<file path="src/rtl/aup_pkg.sv">
// aup_pkg: shared types and constants for the alpha un-premultiply pipeline
// no dependencies; imported by every module in rtl/
package aup_pkg;

  localparam int unsigned NUM_CHAN   = 3;
  localparam int unsigned DIV_STAGES = 4;
  localparam logic [7:0]  CHAN_MAX   = 8'hFF;

  // per-request payload carried down the divider stages
  // channel index 0 is red, 1 green, 2 blue
  typedef struct packed {
    logic [7:0]                 alpha;
    logic                       pass;   // alpha zero or full: colours unchanged
    logic [NUM_CHAN-1:0]        sat;    // channel not below alpha: result is full scale
    logic [NUM_CHAN-1:0][7:0]   orig;   // colour value as received
    logic [NUM_CHAN-1:0][15:0]  rem;    // running remainder of the rounded numerator
    logic [NUM_CHAN-1:0][7:0]   quo;    // quotient bits found so far
    logic [14:0]                dvs;    // alpha aligned to the next quotient bit
  } aup_stage_t;

endpackage

</file>
<file path="src/rtl/alpha_unpremultiply_pixel.sv">
// alpha_unpremultiply_pixel: top level of the premultiplied ARGB to straight RGBA pipeline
// depends on aup_pkg, aup_prep and aup_div_stage
//
// Usage
//   input channel : in_valid / in_ready / in_pixel_argb, one premultiplied pixel
//                   per request, alpha in bits 31-24 and blue in bits 7-0
//   output channel: out_valid / out_ready / out_pixel_rgba, one straight-alpha
//                   pixel per request, red in bits 7-0 and alpha in bits 31-24
//   each colour becomes round(c*255/alpha) when alpha is strictly between 0 and
//   255, passes unchanged when alpha is 0 or 255, and clamps to 255 when the
//   colour is not below alpha
//   pipeline: six pipeline registers (numerator stage, four two-bit divider
//   stages, output register), the first of which loads at the accepting edge
//   throughput: one pixel per clock unless stalled; pixels are independent
//   stall: when out_valid is high and out_ready low, every stage holds and
//   in_ready drops in the same cycle, so nothing is lost or repeated
//   reset: synchronous active-low rst_n clears all valid bits; the pipeline
//   comes out of reset empty and ready
module alpha_unpremultiply_pixel (
  input  logic        clk,
  input  logic        rst_n,
  input  logic        in_valid,
  output logic        in_ready,
  input  logic [31:0] in_pixel_argb,
  output logic        out_valid,
  input  logic        out_ready,
  output logic [31:0] out_pixel_rgba
);
  import aup_pkg::*;

  logic        en;
  logic        out_valid_r;
  logic [31:0] out_pixel_r;
  logic [31:0] out_pixel_nxt;

  logic       [DIV_STAGES:0] stg_valid;
  aup_stage_t [DIV_STAGES:0] stg;

  // whole pipeline advances unless the output holds an untaken request
  assign en       = !out_valid_r || out_ready;
  assign in_ready = en;

  aup_prep u_prep (
    .clk           (clk),
    .rst_n         (rst_n),
    .en            (en),
    .in_valid      (in_valid),
    .in_pixel_argb (in_pixel_argb),
    .valid_r       (stg_valid[0]),
    .stage_r       (stg[0])
  );

  // divider chain, most significant quotient bits first
  for (genvar s = 0; s < DIV_STAGES; s++) begin : g_div
    aup_div_stage u_div (
      .clk      (clk),
      .rst_n    (rst_n),
      .en       (en),
      .in_valid (stg_valid[s]),
      .in_stage (stg[s]),
      .valid_r  (stg_valid[s+1]),
      .stage_r  (stg[s+1])
    );
  end

  // select pass-through, clamp or quotient and repack
  always_comb begin
    logic [NUM_CHAN-1:0][7:0] chan;
    for (int ch = 0; ch < NUM_CHAN; ch++) begin
      if (stg[DIV_STAGES].pass) begin
        chan[ch] = stg[DIV_STAGES].orig[ch];
      end else if (stg[DIV_STAGES].sat[ch]) begin
        chan[ch] = CHAN_MAX;
      end else begin
        chan[ch] = stg[DIV_STAGES].quo[ch];
      end
    end
    out_pixel_nxt = {stg[DIV_STAGES].alpha, chan[2], chan[1], chan[0]};
  end

  // output register
  always_ff @(posedge clk) begin
    if (!rst_n) begin
      out_valid_r <= 1'b0;
    end else if (en) begin
      out_valid_r <= stg_valid[DIV_STAGES];
    end
  end

  always_ff @(posedge clk) begin
    if (en) begin
      out_pixel_r <= out_pixel_nxt;
    end
  end

  assign out_valid      = out_valid_r;
  assign out_pixel_rgba = out_pixel_r;

endmodule

</file>
<file path="src/rtl/aup_prep.sv">
// aup_prep: first pipeline stage, splits the pixel and forms the rounded numerators
// depends on aup_pkg
module aup_prep (
  input  logic               clk,
  input  logic               rst_n,
  input  logic               en,
  input  logic               in_valid,
  input  logic [31:0]        in_pixel_argb,
  output logic               valid_r,
  output aup_pkg::aup_stage_t stage_r
);
  import aup_pkg::*;

  aup_stage_t stage_nxt;
  logic [7:0] alpha;

  assign alpha = in_pixel_argb[31:24];

  // numerator c*255 + alpha/2, plus special-case flags
  always_comb begin
    stage_nxt       = '0;
    stage_nxt.alpha = alpha;
    stage_nxt.pass  = (alpha == 8'h00) || (alpha == CHAN_MAX);
    stage_nxt.orig[0] = in_pixel_argb[23:16];
    stage_nxt.orig[1] = in_pixel_argb[15:8];
    stage_nxt.orig[2] = in_pixel_argb[7:0];
    for (int ch = 0; ch < NUM_CHAN; ch++) begin
      stage_nxt.sat[ch] = (stage_nxt.orig[ch] >= alpha);
      stage_nxt.rem[ch] = {stage_nxt.orig[ch], 8'h00} - {8'h00, stage_nxt.orig[ch]}
                        + {9'h000, alpha[7:1]};
      stage_nxt.quo[ch] = 8'h00;
    end
    stage_nxt.dvs = {alpha, 7'h00};
  end

  // stage register
  always_ff @(posedge clk) begin
    if (!rst_n) begin
      valid_r <= 1'b0;
    end else if (en) begin
      valid_r <= in_valid;
    end
  end

  always_ff @(posedge clk) begin
    if (en) begin
      stage_r <= stage_nxt;
    end
  end

endmodule

</file>
<file path="src/rtl/aup_div_stage.sv">
// aup_div_stage: one restoring-division stage, two quotient bits for all three channels
// depends on aup_pkg
module aup_div_stage (
  input  logic                clk,
  input  logic                rst_n,
  input  logic                en,
  input  logic                in_valid,
  input  aup_pkg::aup_stage_t in_stage,
  output logic                valid_r,
  output aup_pkg::aup_stage_t stage_r
);
  import aup_pkg::*;

  aup_stage_t          stage_nxt;
  logic [15:0]         dvs_hi;
  logic [15:0]         dvs_lo;
  logic [NUM_CHAN-1:0] bit_hi;
  logic [NUM_CHAN-1:0] bit_lo;
  logic [NUM_CHAN-1:0][15:0] rem_mid;

  assign dvs_hi = {1'b0, in_stage.dvs};
  assign dvs_lo = {2'b00, in_stage.dvs[14:1]};

  // two compare-and-subtract steps per channel
  always_comb begin
    stage_nxt = in_stage;
    for (int ch = 0; ch < NUM_CHAN; ch++) begin
      bit_hi[ch]  = (in_stage.rem[ch] >= dvs_hi);
      rem_mid[ch] = bit_hi[ch] ? (in_stage.rem[ch] - dvs_hi) : in_stage.rem[ch];
      bit_lo[ch]  = (rem_mid[ch] >= dvs_lo);
      stage_nxt.rem[ch] = bit_lo[ch] ? (rem_mid[ch] - dvs_lo) : rem_mid[ch];
      stage_nxt.quo[ch] = {in_stage.quo[ch][5:0], bit_hi[ch], bit_lo[ch]};
    end
    stage_nxt.dvs = {2'b00, in_stage.dvs[14:2]};
  end

  // stage register
  always_ff @(posedge clk) begin
    if (!rst_n) begin
      valid_r <= 1'b0;
    end else if (en) begin
      valid_r <= in_valid;
    end
  end

  always_ff @(posedge clk) begin
    if (en) begin
      stage_r <= stage_nxt;
    end
  end

endmodule

</file>
<file path="config.mk">
export PLATFORM = sky130hd
export DESIGN_NAME = alpha_unpremultiply_pixel
export DESIGN_NICKNAME = d
export VERILOG_FILES = /design/src/rtl/aup_pkg.sv /design/src/rtl/alpha_unpremultiply_pixel.sv /design/src/rtl/aup_prep.sv /design/src/rtl/aup_div_stage.sv
export SDC_FILE = /design/constraint.sdc
export NUM_CORES = 1
export LEC_CHECK = 0
export BUFFER_PORTS_ARGS = -buffer_cell sky130_fd_sc_hd__buf_2
export CAP_MARGIN = 10
export CORE_ASPECT_RATIO = 0.75
export CORE_MARGIN = 8
export CORE_UTILIZATION = 40
export DETAILED_ROUTE_END_ITERATION = 16
export GPL_ROUTABILITY_DRIVEN = 0
export SYNTH_ARGS = -nofsm -noshare
export SYNTH_HDL_FRONTEND = slang
export SYNTH_SLANG_ARGS = --single-unit
</file>
<file path="constraint.sdc">
create_clock -name clk -period 18.35 [get_ports clk]
set_input_delay 1.835 -clock clk [delete_from_list [all_inputs] [get_ports clk]]
set_output_delay 1.835 -clock clk [all_outputs]
set_load 0.02 [all_outputs]
</file>
* Word level (Yosys, flattened, before mapping)
Cells that the tools add are included.
Operators by class: reduce and logical (&&, ||, !) cells 4, add/subtract/negate cells 27, $lt $le $gt $ge 27, mux-type cells 27, equality and inequality tests 1
Operators with widths (number):
- 16-bit two-way mux | 21
- 16-bit by 7-bit adder with 16-bit output | 3
- 16-bit by 10-bit >= comparator with 1-bit output | 3
- 16-bit by 11-bit >= comparator with 1-bit output | 3
- 16-bit by 12-bit >= comparator with 1-bit output | 3
- 16-bit by 13-bit >= comparator with 1-bit output | 3
- 16-bit by 14-bit >= comparator with 1-bit output | 3
- 16-bit by 15-bit >= comparator with 1-bit output | 3
- 16-bit by 8-bit >= comparator with 1-bit output | 3
- 16-bit by 9-bit >= comparator with 1-bit output | 3
- 8-bit two-way mux | 6
- 16-bit by 10-bit subtractor with 16-bit output | 3
- 16-bit by 11-bit subtractor with 16-bit output | 3
- 16-bit by 12-bit subtractor with 16-bit output | 3
- 16-bit by 13-bit subtractor with 16-bit output | 3
- 16-bit by 14-bit subtractor with 16-bit output | 3
- 16-bit by 15-bit subtractor with 16-bit output | 3
- 16-bit by 8-bit subtractor with 16-bit output | 3
- 16-bit by 9-bit subtractor with 16-bit output | 3
- 8-bit >= comparator | 3
- 8-bit equality test, second input constant | 1
- 8-bit zero test | 1
- 1-bit logical OR | 2
- 1-bit zero test | 1
Storage, ports and cells: output and inout bits 34, input port bits 36, register bits 470

* Logic depth before layout (Yosys ltp)
Gate-level depths: netlist (run 1).
word-level depth 4, gate-level depth with buffers 21, depth with buffers taken out 20

* Cells and area by module
From an unflattened synthesis (run 1), not the netlist that was laid out.
Unflattened totals: cells, all modules 3789, area total of the unflattened synthesis 41720.0 um^2
By module, submodules not included:
- aup_div_stage (g_div[2].u_div ...) | cells each 806, instances 2, area each 8808.4 um^2
- aup_div_stage (g_div[0].u_div) | cells each 839, instances 1, area each 9036.2 um^2
- aup_div_stage (g_div[1].u_div) | cells each 814, instances 1, area each 8805.9 um^2
- aup_prep | cells each 408, instances 1, area each 4882.2 um^2
- alpha_unpremultiply_pixel | cells each 116, instances 1, area each 1378.8 um^2

* Worst setup path after synthesis (run 1)
Ideal clock, no wire load.
path type input port to output port, start input out_ready, end output in_ready, stages on the path 2, slack 1680 ps, arrival time 14835 ps, data required time 16515 ps, path through nand2b_1 clkbuf_1
On the way: cells in the longest elaborated chain, start to end 1
RTL lines:
- start: declaration | line alpha_unpremultiply_pixel.sv:26 | input logic out_ready,
- 1-bit logical OR | line alpha_unpremultiply_pixel.sv:40 | assign en = !out_valid_r || out_ready;
- end: declaration | line alpha_unpremultiply_pixel.sv:23 | output logic in_ready,
No other way between the ends.

==> results of run 1 <==
[stage by stage]
stage                     hold slack [ps]  worst slack [ps]  power (mW)  instances  util [%]
final                                 414             12240        5.41       3617      45.0
after global routing                  421             11570        5.81       3617      45.0
after CTS                             415             12180        5.41       3617      45.0
after detailed placement              405             12210        4.32       3531      42.5
after global placement                400             12470        4.22       3531      42.5
after floorplan                       400              1680        3.76       2543         -
[layout by cell type (no fill, tap or decap), types with 10 or more instances in the layout]
| master | synthesis | final |
|---|---|---|
| ha_1 | 237 | 237 |
| or3_1 | 14 | 14 |
| nor3_1 | 63 | 63 |
| buf_2 | 3 | 69 |
| or2_2 | 18 | 18 |
| nand2b_1 | 43 | 42 |
| nor2_1 | 231 | 231 |
| a211oi_1 | 21 | 21 |
| nand2_1 | 176 | 176 |
| xor2_1 | 43 | 43 |
| mux2_2 | 72 | 72 |
| a21boi_0 | 33 | 33 |
| fa_1 | 24 | 24 |
| mux2i_1 | 35 | 35 |
| o31ai_1 | 20 | 20 |
| o21ai_0 | 174 | 174 |
| o211ai_1 | 12 | 12 |
| a21oi_1 | 135 | 135 |
| o21a_1 | 37 | 37 |
| a21o_1 | 49 | 49 |
| edfxtp_1 | 464 | 464 |
| nor4_1 | 23 | 23 |
| inv_1 | 175 | 175 |
| or4_1 | 12 | 12 |
| nand3_1 | 23 | 23 |
| clkbuf_16 | 0 | 51 |
| a31oi_1 | 16 | 16 |
| nor3b_1 | 10 | 10 |
| nor2b_1 | 53 | 53 |
| xnor2_1 | 92 | 92 |
| o31a_1 | 16 | 16 |
| nand4_1 | 36 | 36 |
| o21bai_1 | 16 | 16 |
[synth_stat cells, drive strengths merged (14+ instances only)]
cell / number
or2: 18
o21a: 37
mux2: 76
edfxtp: 464
nor4: 25
ha: 237
clkbuf: 29
nand3: 23
nor2: 232
a21boi: 33
mux2i: 35
a21o: 49
o31a: 16
or3: 14
xor2: 43
nand2: 176
a21oi: 135
o21ai: 178
a31oi: 16
inv: 176
xnor2: 92
nor2b: 53
fa: 24
nand2b: 43
o21bai: 16
a211oi: 21
o31ai: 20
nor3: 63
nand4: 37
[layer usage]
| metal | GRT usage (%) | vias up | wire length (um) |
|---|---|---|---|
| met1 | 23.4 | 9632 | 32000 |
| met3 | 2.42 | 82 | 3730 |
| met5 | 0 | - | 0 |
| li1 | - | 9689 | - |
| met4 | 3.35 | 0 | 901 |
| met2 | 26.2 | 524 | 30000 |
[worst paths after layout]
check / from / to
worst max register to register: g_div[1].u_div.stage_r[4] / g_div[2].u_div.stage_r[83]
worst min register to register: g_div[0].u_div.stage_r[94] / g_div[1].u_div.stage_r[94]
worst min-delay path: g_div[0].u_div.stage_r[94] / g_div[1].u_div.stage_r[94]
worst max-delay path: g_div[1].u_div.stage_r[4] / g_div[2].u_div.stage_r[83]
[power by group through the flow]
stage	Clock [mW]	Sequential [mW]	Combinational (mW)
after floorplan	0	1.65	2.11
after global placement	0	1.71	2.51
after detailed placement	0	1.71	2.61
after CTS	1.09	1.69	2.63
after global routing	1.13	1.71	2.97
final	1.06	1.69	2.66
[cell families (layout without fill, tap and decap cells)]
family | Yosys count | in the layout | share of synthesized area [%]
adders and majority gates | 261 | 261 | 12.2
buffers and inverters | 214 | 342 | 2.89
AOI/OAI and AO/OA | 600 | 600 | 13.5
xor gates and xnor gates | 135 | 135 | 4.18
DFF | 470 | 470 | 49.7
and+or+nand+nor | 752 | 752 | 13.2
muxes | 111 | 111 | 4.32
[flip-flops by register name, indices dropped and copies added, names as in the netlist]
register	flops
g_div.u_div.stage_r	348
u_prep.stage_r	84
out_pixel_rgba	32
g_div.u_div.valid_r	4
out_valid	1
u_prep.valid_r	1
[area by class of cell]
cell class / count / area (sq um)
clock buffer: 57 / 1300
clock inverter: 29 / 420
fill: 6442 / 38500
inverter: 177 / 664
multi-input combinational: 1859 / 13400
sequential: 470 / 14100
tap: 946 / 1180
timing repair buffer: 79 / 445
[worst max-delay path: cells and delay by family, from the launching register on]
kind / cells / cell delay, ps
DFF: 1 / 660
adders and majority gates: 2 / 680
and+or+nand+nor: 6 / 1670
AOI/OAI and AO/OA: 7 / 2140
buffers and inverters: 2 / 680
==> results.md, run 1 <==
* Largest net degree at the start of global routing at 190
* Flop-to-flop setup slack at 12,240 ps
* Req. time, crit path at 18,670 ps
* Critical path arrival at 6440 ps
* Worst Max-Slew Pin Slew at 1140 ps
* Die area at 79,500 sq um
* Wire length per cell at 18.4 um
* Status: finished, final reports clean
* P&R area growth vs syn at 11.4%
* Port Buffers at 69
* Leak at 12.3 nW
* Int Pwr at 3.37 mW
* First-pass GRT wire length at 105 mm
* Drt via density at 5.51
* Die width at 323 um
* Setup crit end kind: register
* CP max stage delay at 660 ps
* Number of cells on the worst reg-to-reg path at 17
* Post-synth top flop: edfxtp_1
* Antenna violations before repair at 0
* Worst skew pair latency at 600 ps
* Worst hold path depth at 0
* Maxcap violations at 0
* CTS H-tree lvls at 2
* Final ANT Viol Nets at 0
* Cts hold-fix bufs at 0
* Via count at 19,900
* Total CTS buffers at 50
* Clock skew at 34.9 ps
* CP Cell Sequence: inv_1, ha_1, nor2b_1, o21bai_1, a31oi_1, nor4_2, inv_1, o21ai_0, fa_1, nor2b_1, o21ai_0, nand2b_1, o2111ai_1, nand2_1, a21oi_1, nand4_1, a221o_1
* Slowest stage cell, crit path: edfxtp_1
* Global Route Usage Sum at 16.3%
* Cells after synthesis at 2,543
* CP max FO at 13
* Synth Area per Inst at 11.1 sq um
* Core Area at 70,000 sq um
* Total length of routed wires at 66.6 mm
* # clock sinks at 470
* EDFF count, synth at 464
* Initial DRT Pass Iterations at 5
* Crit Path Class: reg2reg
* Register area share after synthesis at 49.7%
* Number of cell rows at 84
* Top-Level Pins at 70
* Max clock buf depth at 3
* Final #Nets at 2,934
* Distinct cells, synth at 86
* Top-area cell type share of the netlist area at 49.3%
* Setup Buffers After CTS at 0
* Cts repair resizes at 0
* Area leader, netlist: edfxtp_1
* Final Hold Viols at 0
* Seq cells post-synth at 470
* Maximum VDD drop at 0.0746 mV
* Sw power at 2.04 mW
* Congestion Overflow GR at 0
* Hold Path Class: reg2reg
* Final setup viols at 0
* Part of the power in registers at 31.2%
* Dpl cell area at 29,800 sq um
* Tcrit/Tclk final at 33.3%
* Clk root buf: clkbuf_16
* DRC at 0
* ANT cells at 0
* CTS tree: built
* RSZ-0062 raised after global routing: false
* Period minus WS final at 6110 ps
* Die height at 246 um
* Post-route cell area at 31,500 sq um
* Layout cell share with drive strength beyond 1 at 10.1%
* Yosys warnings at 0
* Hpwl dp at 49.9 mm
* Mapped Area at 28,300 sq um
* Synth async-reset ratio at 0%
* Clock power share at 19.6%
* Number of global-route vias before repair at 19,500
* Clk slew on worst S/H paths at 60 ps
* Starting Density at 40.4%
* Mapped Nets at 2,840
* Iter 0 DRT Violations at 1,806
* Largest cells by area after synthesis: edfxtp_1 (49%), ha_1 (10%), o21ai_0 (3.1%)
* Switching Share at 37.6%
* F_max at 164 MHz
* Max-slew violation count at 0
* Startpoint types: register
* Post-route setup TNS at 0 ps
* Comb pwr share at 49.2%
* Power Density at 172 nW/um^2
* Slew HR at 23.7%
No activity file was read; power rests on OpenSTA's default activity.
==> run 2: changes to the inputs <==
==> constraint.sdc (replaced) <==
create_clock -name clk -period 5.1 [get_ports clk]
set_input_delay 0.51 -clock clk [delete_from_list [all_inputs] [get_ports clk]]
set_output_delay 0.51 -clock clk [all_outputs]
set_load 0.02 [all_outputs]
==> run 2 against run 1 <==
Clock skew rose by 26 ps. Non-clock buffer count rose by 72. Register-to-register slack got worse by 12000 ps. Critical path depth did not move. Worst setup slack got worse by 12000 ps. Sequential share of layout area fell by 0.89 points. Final cell count rose by 2.3%. Fmax rose by 26%. Global-route usage rose by 0.77 points. Utilization rose by 0.92 points. Sequential cell count did not move. Highest routed layer unchanged.
==> results.md, run 2 (synthesis results as in run 1) <==
* Status: finished, final reports clean (unchanged)
* Post-route setup TNS at 0 ps (unchanged)
* Final Hold Viols at 0 (unchanged)
* Core Area at 70,000 sq um (unchanged)
* CP max FO at 13 (unchanged)
* Leak at 12.6 nW (was 12.3 nW)
* Iter 0 DRT Violations at 1,657 (was 1,806)
* Die area at 79,500 sq um (unchanged)
* First-pass GRT wire length at 109 mm (was 105 mm)
* F_max at 206 MHz (was 164 MHz)
* Tcrit/Tclk final at 95.0% (was 33.3%)
* Clock power share at 19.1% (was 19.6%)
* Hpwl dp at 52.3 mm (was 49.9 mm)
* Critical path arrival at 5190 ps (was 6440 ps)
* Worst skew pair latency at 630 ps (was 600 ps)
* Part of the power in registers at 30.9% (was 31.2%)
* Slew HR at 42.6% (was 23.7%)
* Setup crit end kind: register (unchanged)
* Comb pwr share at 50.0% (was 49.2%)
* Final ANT Viol Nets at 0 (unchanged)
* RSZ-0062 raised after global routing: true (was false)
* Worst Max-Slew Pin Slew at 862 ps (was 1140 ps)
* Sw power at 7.49 mW (was 2.04 mW)
* Number of cells on the worst reg-to-reg path at 17 (unchanged)
* Max reg flops at 348 (unchanged)
* Total length of routed wires at 69.0 mm (was 66.6 mm)
* Most frequent cells in the layout: edfxtp_1 (464), ha_1 (236), nor2_1 (230), nand2_1 (174), inv_1 (172) (was edfxtp_1 (464), ha_1 (237), nor2_1 (231), nand2_1 (176), inv_1 (175))
* Top-Level Pins at 70 (unchanged)
* Max clock buf depth at 3 (unchanged)
* Worst hold path depth at 1 (was 0)
* Maxcap violations at 0 (unchanged)
* Number of cell rows at 84 (unchanged)
* Total CTS buffers at 51 (was 50)
* Cts hold-fix bufs at 0 (unchanged)
* Startpoint types: register (unchanged)
* Largest net degree at the start of global routing at 142 (was 190)
* Period minus WS final at 4840 ps (was 6110 ps)
* Fin util at 45.9% (was 45.0%)
* Antenna violations before repair at 2 (was 0)
* Final #Nets at 3,008 (was 2,934)
* Switching Share at 38.2% (was 37.6%)
* Commonest non-fill, non-tap cell in the layout: edfxtp_1 (unchanged)
* Clk root buf: clkbuf_16 (unchanged)
* CTS tree: built (unchanged)
* Int Pwr at 12.1 mW (was 3.37 mW)
* Req. time, crit path at 5440 ps (was 18,670 ps)
* Crit Path Class: reg2reg (unchanged)
* Final setup viols at 0 (unchanged)
* Initial DRT Pass Iterations at 5 (unchanged)
* Die height at 246 um (unchanged)
* P&R area growth vs syn at 13.6% (was 11.4%)
* Drt via density at 5.52 (was 5.51)
* Starting Density at 40.4% (unchanged)
* Port Buffers at 69 (unchanged)
* Die width at 323 um (unchanged)
* # clock sinks at 470 (unchanged)
* Power Density at 611 nW/um^2 (was 172 nW/um^2)
* Hold Path Class: in2reg (was reg2reg)
* Number of global-route vias before repair at 19,900 (was 19,500)
* Max-slew violation count at 0 (unchanged)
* Wire length per cell at 18.7 um (was 18.4 um)
* Tot Pwr at 19.6 mW (was 5.41 mW)
* Congestion Overflow GR at 0 (unchanged)
* Maximum VDD drop at 0.288 mV (was 0.0746 mV)
* DRC at 0 (unchanged)
* CTS H-tree lvls at 2 (unchanged)
* Clk slew on worst S/H paths at 60 ps (about the same)
* Via count at 20,400 (was 19,900)
* Top reg by flops: g_div.u_div.stage_r (unchanged)
* Layout cell share with drive strength beyond 1 at 13.2% (was 10.1%)
* Clock skew at 60.5 ps (was 34.9 ps)
* Global Route Usage Sum at 17.1% (was 16.3%)
==> run 2: changes by cell type in the layout (fill, tap and decap cells not counted), sizes merged, moves of 2 or more <==
cell | before | now
clkinvlp | 3 | 6
clkinv | 15 | 31
clkbuf | 57 | 55
buf | 79 | 151
bufinv | 9 | 6
inv | 179 | 174
==> run 2: per-layer routing <==
layer | share of wire (%) | vias up | GRT usage [%]
met5 | 0 | - | 0
met4 | 1.8 | 0 | 3.91
met3 | 6.7 | 96 | 2.71
met2 | 44 | 603 | 26.4
met1 | 48 | 9884 | 25.1
li1 | - | 9838 | -
==> run 2: final cells by class <==
| class | instances | area (sq um) |
|---|---|---|
| Antenna cell | 1 | 2.50 |
| Tap cell | 946 | 1180 |
| Clock buffer | 55 | 1290 |
| Timing Repair Buffer | 151 | 990 |
| Inverter | 177 | 672 |
| Clock inverter | 40 | 435 |
| Sequential cell | 470 | 14100 |
| Multi-Input combinational cell | 1860 | 13500 |
| Fill cell | 6407 | 37900 |
==> run 2: worst paths after layout <==
path                                   start                          to  slack (ps)
setup / recovery   g_div[0].u_div.stage_r[8]  g_div[1].u_div.stage_r[48]         260
hold / removal             in_pixel_argb[10]          u_prep.stage_r[97]         130
setup reg to reg   g_div[0].u_div.stage_r[8]  g_div[1].u_div.stage_r[48]         260
hold reg to reg   g_div[2].u_div.stage_r[17]  g_div[3].u_div.stage_r[19]         400
==> run 2: repair_timing <==
| action | 4_1_cts | 5_1_grt |
|---|---|---|
| pin swaps | 0 | 4 |
| endpoints found under the setup margin | 11 | 87 |
| gates resized for setup | 2 | 24 |
| gates cloned | 0 | 1 |
| setup buffers | 0 | 17 |
==> run 2: worst max-delay path, cell delays in order (launching register included) <==
cell      delay [ps]
edfxtp_1         390
inv_1            360
ha_1             320
a21oi_1           90
o21ai_0          230
nor2_1            70
a21o_2           280
buf_4            170
o21ai_0          240
ha_1             350
and3_1           190
a21oi_1          160
a31oi_1          130
o21a_1           190
nor2_1           210
or3b_2           550
nor2_4           280
mux2_2           380
==> run 2: power by group through the flow <==
stage	clock network [mW]	registers, mW	logic (mW)
final	3.74	6.07	9.82
after global routing	4.01	6.17	11.0
after floorplan	0	5.94	7.59
after detailed placement	0	6.16	9.51
after global placement	0	6.14	9.21
after CTS	3.86	6.08	9.59
==> run 2: per-stage QoR <==
| step | setup slack (ps) | hold WS (ps) | std cells | instance area (sq um) |
|---|---|---|---|---|
| final | 256 | 126 | 3700 | 32100 |
| after floorplan | 66.2 | 400 | 2543 | 28300 |
| after detailed placement | -82.3 | 405 | 3586 | 30200 |
| after global routing | -19.1 | 90.7 | 3699 | 32100 |
| after CTS | 19.3 | 87.5 | 3681 | 31900 |
| after global placement | 58.4 | 400 | 3586 | 30200 |
